File: config.mk
export PLATFORM = sky130hd
export DESIGN_NAME = fixed_point_interpolate_unit
export DESIGN_NICKNAME = d
export VERILOG_FILES = /design/src/hdl/fpi_pkg.sv /design/src/hdl/fpi_lane.sv /design/src/hdl/fixed_point_interpolate_unit.sv
export SDC_FILE = /design/constraint.sdc
export NUM_CORES = 2
export LEC_CHECK = 0
export BUFFER_PORTS_ARGS = -buffer_cell sky130_fd_sc_hd__buf_2
export CAP_MARGIN = 20
export CORE_ASPECT_RATIO = 1.2
export CORE_MARGIN = 8
export CORE_UTILIZATION = 34
export DETAILED_ROUTE_END_ITERATION = 12
export GPL_TIMING_DRIVEN = 0
export SLEW_MARGIN = 20
export SYNTH_ARGS = -nofsm -noshare
export SYNTH_HDL_FRONTEND = slang
export SYNTH_HIERARCHICAL = 1
export SYNTH_SLANG_ARGS = --single-unit
File: constraint.sdc
create_clock -name clk -period 10.03 [get_ports clk]
set_input_delay 0.5015 -clock clk [delete_from_list [all_inputs] [get_ports clk]]
set_output_delay 0.5015 -clock clk [all_outputs]
set_load 0.005 [all_outputs]
File: src/hdl/fpi_pkg.sv
// ----------------------------------------------------------------------------
// fpi_pkg: shared types and constants
// Command codes, lane widths, clamp limits and pipeline stage controls for
// the fixed-point interpolate unit.
// ----------------------------------------------------------------------------
package fpi_pkg;

    typedef enum logic {
        CMD_BLEND = 1'b0,
        CMD_CUE   = 1'b1
    } cmd_t;

    localparam int NEAR_W  = 16;
    localparam int FAR_W   = 32;
    localparam int FACT_W  = 16;
    localparam int PROD_W  = NEAR_W + FACT_W;
    localparam int FRAC_W  = 12;
    localparam int ACC_W   = 44;
    localparam int MAC_W   = ACC_W - FRAC_W;
    localparam int IR_W    = 16;
    localparam int CHAN_W  = 8;
    localparam int LANES   = 3;

    localparam logic signed [MAC_W-1:0] SAT_HI = 32'sd32767;
    localparam logic signed [MAC_W-1:0] SAT_LO = -32'sd32768;
    localparam logic signed [IR_W-1:0]  IR_HI  = 16'sh7fff;
    localparam logic signed [IR_W-1:0]  IR_LO  = 16'sh8000;
    localparam logic [CHAN_W-1:0]       CHAN_HI = 8'hff;

    typedef struct packed {
        logic s1_load;
        logic s2_load;
        logic s3_load;
    } stage_ctrl_t;

endpackage

File: src/hdl/fpi_lane.sv
// ----------------------------------------------------------------------------
// fpi_lane: one interpolation lane
// Three register stages: clamped difference, factor product, then the
// 44-bit accumulate with saturation to 16 bits and to one colour byte.
// ----------------------------------------------------------------------------
module fpi_lane
(
    input  logic                                    clk,
    input  fpi_pkg::stage_ctrl_t                    ctrl,
    input  logic signed [fpi_pkg::NEAR_W-1:0]       near,
    input  logic signed [fpi_pkg::FAR_W-1:0]        far,
    input  logic signed [fpi_pkg::FACT_W-1:0]       factor,
    output logic signed [fpi_pkg::MAC_W-1:0]        mac,
    output logic signed [fpi_pkg::IR_W-1:0]         ir,
    output logic        [fpi_pkg::CHAN_W-1:0]       chan
);

    logic signed [fpi_pkg::NEAR_W-1:0] near1_reg;
    logic signed [fpi_pkg::NEAR_W-1:0] near2_reg;
    logic signed [fpi_pkg::NEAR_W-1:0] diff_reg;
    logic signed [fpi_pkg::NEAR_W-1:0] diff_next;
    logic signed [fpi_pkg::FACT_W-1:0] factor1_reg;
    logic signed [fpi_pkg::PROD_W-1:0] prod_reg;
    logic signed [fpi_pkg::PROD_W-1:0] prod_next;
    logic signed [fpi_pkg::MAC_W-1:0]  mac_reg;
    logic signed [fpi_pkg::MAC_W-1:0]  mac_next;
    logic signed [fpi_pkg::IR_W-1:0]   ir_reg;
    logic signed [fpi_pkg::IR_W-1:0]   ir_next;
    logic        [fpi_pkg::CHAN_W-1:0] chan_reg;
    logic        [fpi_pkg::CHAN_W-1:0] chan_next;
    logic signed [fpi_pkg::FAR_W-1:0]  wide_diff;
    logic signed [fpi_pkg::ACC_W-1:0]  acc;

    always_comb
    begin
        wide_diff = far - fpi_pkg::FAR_W'(near);
        if (wide_diff > fpi_pkg::SAT_HI)
        begin
            diff_next = fpi_pkg::IR_HI;
        end
        else if (wide_diff < fpi_pkg::SAT_LO)
        begin
            diff_next = fpi_pkg::IR_LO;
        end
        else
        begin
            diff_next = wide_diff[fpi_pkg::NEAR_W-1:0];
        end
    end

    assign prod_next = factor1_reg * diff_reg;

    always_comb
    begin
        acc = {{(fpi_pkg::ACC_W - fpi_pkg::NEAR_W - fpi_pkg::FRAC_W){near2_reg[fpi_pkg::NEAR_W-1]}},
               near2_reg, {fpi_pkg::FRAC_W{1'b0}}}
            + fpi_pkg::ACC_W'(prod_reg);
        mac_next = acc[fpi_pkg::ACC_W-1:fpi_pkg::FRAC_W];
        if (mac_next > fpi_pkg::SAT_HI)
        begin
            ir_next = fpi_pkg::IR_HI;
        end
        else if (mac_next < fpi_pkg::SAT_LO)
        begin
            ir_next = fpi_pkg::IR_LO;
        end
        else
        begin
            ir_next = mac_next[fpi_pkg::IR_W-1:0];
        end
        if (mac_next[fpi_pkg::MAC_W-1])
        begin
            chan_next = '0;
        end
        else if (|mac_next[fpi_pkg::MAC_W-2:fpi_pkg::CHAN_W+4])
        begin
            chan_next = fpi_pkg::CHAN_HI;
        end
        else
        begin
            chan_next = mac_next[fpi_pkg::CHAN_W+3:4];
        end
    end

    always_ff @(posedge clk)
    begin
        if (ctrl.s1_load)
        begin
            near1_reg   <= near;
            diff_reg    <= diff_next;
            factor1_reg <= factor;
        end
        if (ctrl.s2_load)
        begin
            near2_reg <= near1_reg;
            prod_reg  <= prod_next;
        end
        if (ctrl.s3_load)
        begin
            mac_reg  <= mac_next;
            ir_reg   <= ir_next;
            chan_reg <= chan_next;
        end
    end

    assign mac  = mac_reg;
    assign ir   = ir_reg;
    assign chan = chan_reg;

endmodule

File: src/hdl/fixed_point_interpolate_unit.sv
// ----------------------------------------------------------------------------
// fixed_point_interpolate_unit: three-lane fixed-point interpolator
// An accepted start reaches the done strobe through the three lane stages;
// one transaction per cycle, busy never rises.
// Reset clears the stage valid bits only; the receiver cannot stall.
// Blends near values or scaled colour channels toward far values by factor.
// ----------------------------------------------------------------------------
module fixed_point_interpolate_unit
(
    input  logic                               clk,
    input  logic                               rst_n,
    input  logic                               start,
    output logic                               busy,
    input  logic                               command,
    input  logic signed [fpi_pkg::NEAR_W-1:0]  near_x,
    input  logic signed [fpi_pkg::NEAR_W-1:0]  near_y,
    input  logic signed [fpi_pkg::NEAR_W-1:0]  near_z,
    input  logic        [31:0]                 rgb_in,
    input  logic signed [fpi_pkg::FAR_W-1:0]   far_x,
    input  logic signed [fpi_pkg::FAR_W-1:0]   far_y,
    input  logic signed [fpi_pkg::FAR_W-1:0]   far_z,
    input  logic signed [fpi_pkg::FACT_W-1:0]  factor,
    output logic                               done,
    output logic signed [fpi_pkg::MAC_W-1:0]   mac_0,
    output logic signed [fpi_pkg::MAC_W-1:0]   mac_1,
    output logic signed [fpi_pkg::MAC_W-1:0]   mac_2,
    output logic signed [fpi_pkg::IR_W-1:0]    ir_0,
    output logic signed [fpi_pkg::IR_W-1:0]    ir_1,
    output logic signed [fpi_pkg::IR_W-1:0]    ir_2,
    output logic        [31:0]                 rgb_out
);

    logic                 v1_reg;
    logic                 v2_reg;
    logic                 v3_reg;
    logic                 accept;
    fpi_pkg::stage_ctrl_t ctrl;
    fpi_pkg::cmd_t        cmd;
    logic                 cue1_reg;
    logic                 cue2_reg;
    logic                 cue3_reg;
    logic [7:0]           code1_reg;
    logic [7:0]           code2_reg;
    logic [7:0]           code3_reg;

    logic signed [fpi_pkg::NEAR_W-1:0] near_sel [fpi_pkg::LANES];
    logic signed [fpi_pkg::FAR_W-1:0]  far_sel  [fpi_pkg::LANES];
    logic signed [fpi_pkg::MAC_W-1:0]  mac_w    [fpi_pkg::LANES];
    logic signed [fpi_pkg::IR_W-1:0]   ir_w     [fpi_pkg::LANES];
    logic        [fpi_pkg::CHAN_W-1:0] chan_w   [fpi_pkg::LANES];

    assign busy   = 1'b0;
    assign accept = start && !busy;
    assign cmd    = fpi_pkg::cmd_t'(command);

    assign ctrl.s1_load = accept;
    assign ctrl.s2_load = v1_reg;
    assign ctrl.s3_load = v2_reg;

    assign far_sel[0] = far_x;
    assign far_sel[1] = far_y;
    assign far_sel[2] = far_z;

    always_comb
    begin
        if (cmd == fpi_pkg::CMD_CUE)
        begin
            near_sel[0] = {4'b0000, rgb_in[7:0],   4'b0000};
            near_sel[1] = {4'b0000, rgb_in[15:8],  4'b0000};
            near_sel[2] = {4'b0000, rgb_in[23:16], 4'b0000};
        end
        else
        begin
            near_sel[0] = near_x;
            near_sel[1] = near_y;
            near_sel[2] = near_z;
        end
    end

    genvar g;
    generate
        for (g = 0; g < fpi_pkg::LANES; g++)
        begin : g_lane
            fpi_lane u_lane
            (
                .clk    (clk),
                .ctrl   (ctrl),
                .near   (near_sel[g]),
                .far    (far_sel[g]),
                .factor (factor),
                .mac    (mac_w[g]),
                .ir     (ir_w[g]),
                .chan   (chan_w[g])
            );
        end
    endgenerate

    always_ff @(posedge clk or negedge rst_n)
    begin
        if (!rst_n)
        begin
            v1_reg <= 1'b0;
            v2_reg <= 1'b0;
            v3_reg <= 1'b0;
        end
        else
        begin
            v1_reg <= accept;
            v2_reg <= v1_reg;
            v3_reg <= v2_reg;
        end
    end

    always_ff @(posedge clk)
    begin
        if (ctrl.s1_load)
        begin
            cue1_reg  <= (cmd == fpi_pkg::CMD_CUE);
            code1_reg <= rgb_in[31:24];
        end
        if (ctrl.s2_load)
        begin
            cue2_reg  <= cue1_reg;
            code2_reg <= code1_reg;
        end
        if (ctrl.s3_load)
        begin
            cue3_reg  <= cue2_reg;
            code3_reg <= code2_reg;
        end
    end

    assign done    = v3_reg;
    assign mac_0   = mac_w[0];
    assign mac_1   = mac_w[1];
    assign mac_2   = mac_w[2];
    assign ir_0    = ir_w[0];
    assign ir_1    = ir_w[1];
    assign ir_2    = ir_w[2];
    assign rgb_out = cue3_reg ? {code3_reg, chan_w[2], chan_w[1], chan_w[0]} : 32'h0;

    a_stage_order: assert property (@(posedge clk) disable iff (!rst_n)
        (v2_reg |-> $past(v1_reg)) and (v3_reg |-> $past(v2_reg)))
        else $error("pipeline valid bits out of order");

    a_ir_sat_0: assert property (@(posedge clk) disable iff (!rst_n)
        (done && mac_0 <= fpi_pkg::SAT_HI && mac_0 >= fpi_pkg::SAT_LO)
            |-> (ir_0 == mac_0[fpi_pkg::IR_W-1:0]))
        else $error("lane 0 saturation mismatch");

    a_ir_hi_1: assert property (@(posedge clk) disable iff (!rst_n)
        (done && mac_1 > fpi_pkg::SAT_HI) |-> (ir_1 == fpi_pkg::IR_HI))
        else $error("lane 1 upper saturation mismatch");

    a_cue_chan: assert property (@(posedge clk) disable iff (!rst_n)
        (done && cue3_reg && mac_2[fpi_pkg::MAC_W-1]) |-> (rgb_out[23:16] == 8'h00))
        else $error("negative lane 2 not clamped to zero in colour");

endmodule

==> impl_metrics.toml <==
[timing]
slew_viol_final = 0
finalSetupViolations = 0
setup_tns_ns = 0
relSlewSlack_pct = 33.5
rsz0062_at_grt = "false"
fmax_mhz = 125
hold_viol = 0
final.min_clock_period_ns = 8.01
worst_pin_slew_ns = 0.998
finalClockSkew_ns = 0.0523
finalCritPeriodShare_pct = 79.9

[cts]
clock_sinks = 417
cts_max_level = 2
clk_pin_slew_worst_paths_ns = 0.06
cts.repair.resized = 0
cts_setup_buffers = 0
cts-buffers-inserted = 50
insertion_delay_ns = 0.66
clock_path_buffers = 3
hold_buffers = 5
cts_root_buffer = "clkbuf_16"
cts_tree = "built"

[yosys]
synth_nets = 6418
syn_area_um2 = 51400
synth-seq-cells = 417
synth-edff-count = 414
synth_cells = 5043
synth_cell_types = 99
seq_area_frac_synth_pct = 24.3
yosysWarnings = 6
async_reset_ff_share_pct = 0.719
synth_top_area_share_pct = 30.7
synthTopCellsByArea = "fa_1, edfxtp_1, ha_1"
synthFlopType = "edfxtp_1"
yosysTopAreaCell = "fa_1"
avgSynthCellArea_um2 = 10.2

[hold_path]
hp-class = "in2reg"
hold_depth = 1
holdCritStartpoint = "rgb_in[25]"
hold_path_end = "code1_reg[1]"

[layout]
syn_to_final_growth_pct = 12.4
drive_gt1_share_pct = 10.9
nNetsFinal = 6852
layout_common_cells = "inv_1, fa_1, nand2_1, edfxtp_1, and2_1"
largest_register_ffs = 63
final_common_cell = "inv_1"

[drt]
met1_length_um = 57100
drc = 0
vias_per_cell = 4.88
dr.max_layer_used = "met4"
wl_per_cell_um = 19.1
dr_wl_met2_um = 71900
drt-pass1-iter-count = 7
ant_nets = 0
wl_um = 143000
num_vias = 36600
drt_iter0_markers = 2219
route.met3.wl_um = 7770

[floorplan]
dieWidth_um = 371
rows = 156
ioPinCount = 374
coreArea_um2 = 150000
die_area_um2 = 164000
fp.dieH_um = 442
start_util_pct = 34.2

[critical_path]
timing.rr.end = "g_lane[1].u_lane/prod_reg[31]"
arrival_ns = 8.40
crit_fanout = 10
path_class = "reg2reg"
crit_family = "adder cells"
max_stage_delay_ns = 0.76
cp_cell_sequence = "clkbuf_1, nand2_1, fa_1, fa_1, fa_1, fa_1, inv_1, fa_1, inv_1, fa_1, inv_1, ha_1, a21oi_1, o2111ai_1, a31oi_1, a211oi_1, o21a_1, a41oi_1, a311oi_1, a21oi_1, o21bai_1, xnor2_1"
slowest_stage = "a31oi_1"
cp.required_ns = 10.42
reg2reg_from = "g_lane[1].u_lane/factor1_reg[10]"
r2r_setup_slack_ns = 2.02
critPathBufInv = 4
critPathMostFrequentCell = "fa_1"
rr_worst_depth = 22
critPathLaunchType = "register"
worstSetupEndpointType = "register"

[grt]
grt_overflow = 0
grt_pass1_vias = 39000
grt.total_usage_pct = 17.3
grt_max_degree = 83
grt_first_pass_wirelength_um = 222000
antenna_found_initial = 9

[placed_design]
gp_congestion = 0.916
dp_hpwl_um = 120000
portBuffers = 372

[flow_run]
maxCapViolations = 0

[run_status]
status = "finished, final reports clean"
==> Yosys cell counts, types with 8 or more instances <==
master    number
and3_1        19
and2_1       405
a41o_1        15
fa_1         789
nor3_1        42
or3_1         14
ha_1         390
nor2b_1       39
a31oi_1       19
a21oi_1      227
buf_4         38
a21o_1        93
xor2_1        72
a211oi_1      22
clkbuf_1     137
and4_1        11
xnor2_1      142
nor4_1        11
nor2_1       155
or2_2         10
mux2_2        17
o21ai_0       95
o22ai_1       15
o211ai_1      22
o31ai_1       11
o21bai_1      22
mux2_4         8
inv_1       1034
a21oi_2       12
o21a_1        28
nand4_1       36
nand2b_1      37
nand2_1      450
nand3_1       23
o21ai_1       26
edfxtp_1     414
==> stage by stage <==
stage / instances / hold slack (ns) / setup WS, ns / instance area [µm²] / util [%]
after floorplan: 5043 / 0.206 / 3.57 / 51400 / -
after global placement: 7390 / 0.301 / 2.02 / 55800 / 37.0
after detailed placement: 7395 / 0.300 / 2.04 / 55900 / 37.1
after CTS: 7492 / 0.000483 / 2.04 / 57800 / 38.4
after global routing: 7495 / 0.0195 / 1.70 / 57800 / 38.4
final: 7498 / 0.0579 / 2.02 / 57800 / 38.4
==> cell families after synthesis <==
family	share of synthesized area, %
AO/OA/AOI/OAI	9.10
XOR/XNOR	3.65
adder cells (fa/ha/maj)	40.2
buffers and inverters	9.35
flip-flops	24.3
multiplexers	0.625
other	0.00729
AND/OR/NAND/NOR	12.7
==> worst max path at each step <==
stage	slack [ns]	from	cells after the start	endpoint
after floorplan	3.57	g_lane[0].u_lane/factor1_reg[15]	20	g_lane[0].u_lane/prod_reg[31]
after global placement	2.02	g_lane[1].u_lane/factor1_reg[10]	22	g_lane[1].u_lane/prod_reg[31]
after detailed placement	2.04	g_lane[1].u_lane/factor1_reg[10]	22	g_lane[1].u_lane/prod_reg[31]
after CTS	2.04	g_lane[1].u_lane/factor1_reg[10]	22	g_lane[1].u_lane/prod_reg[31]
after global routing	1.70	g_lane[1].u_lane/factor1_reg[10]	22	g_lane[1].u_lane/prod_reg[31]
final	2.02	g_lane[1].u_lane/factor1_reg[10]	22	g_lane[1].u_lane/prod_reg[31]
==> final cells by class <==
type	count	area [µm²]
clock inverter	40	543
inverter	1035	3880
sequential	417	12500
fill	15000	92700
antenna	6	15.0
buffer	191	921
timing repair buffer	382	2050
multi-input combinational	3400	34100
tap	1975	2470
clock buffer	52	1260
==> layer usage <==
| metal | global-route usage (%) | vias to the layer above |
|---|---|---|
| met2 | 30.6 | 1010 |
| met4 | 6.78 | 0 |
| met5 | 0 | - |
| met1 | 20.9 | 18400 |
| li1 | - | 17000 |
| met3 | 2.70 | 267 |
Power is not shown: default switching activity piles up to over one toggle a cycle in this logic, so the estimate is an artifact.
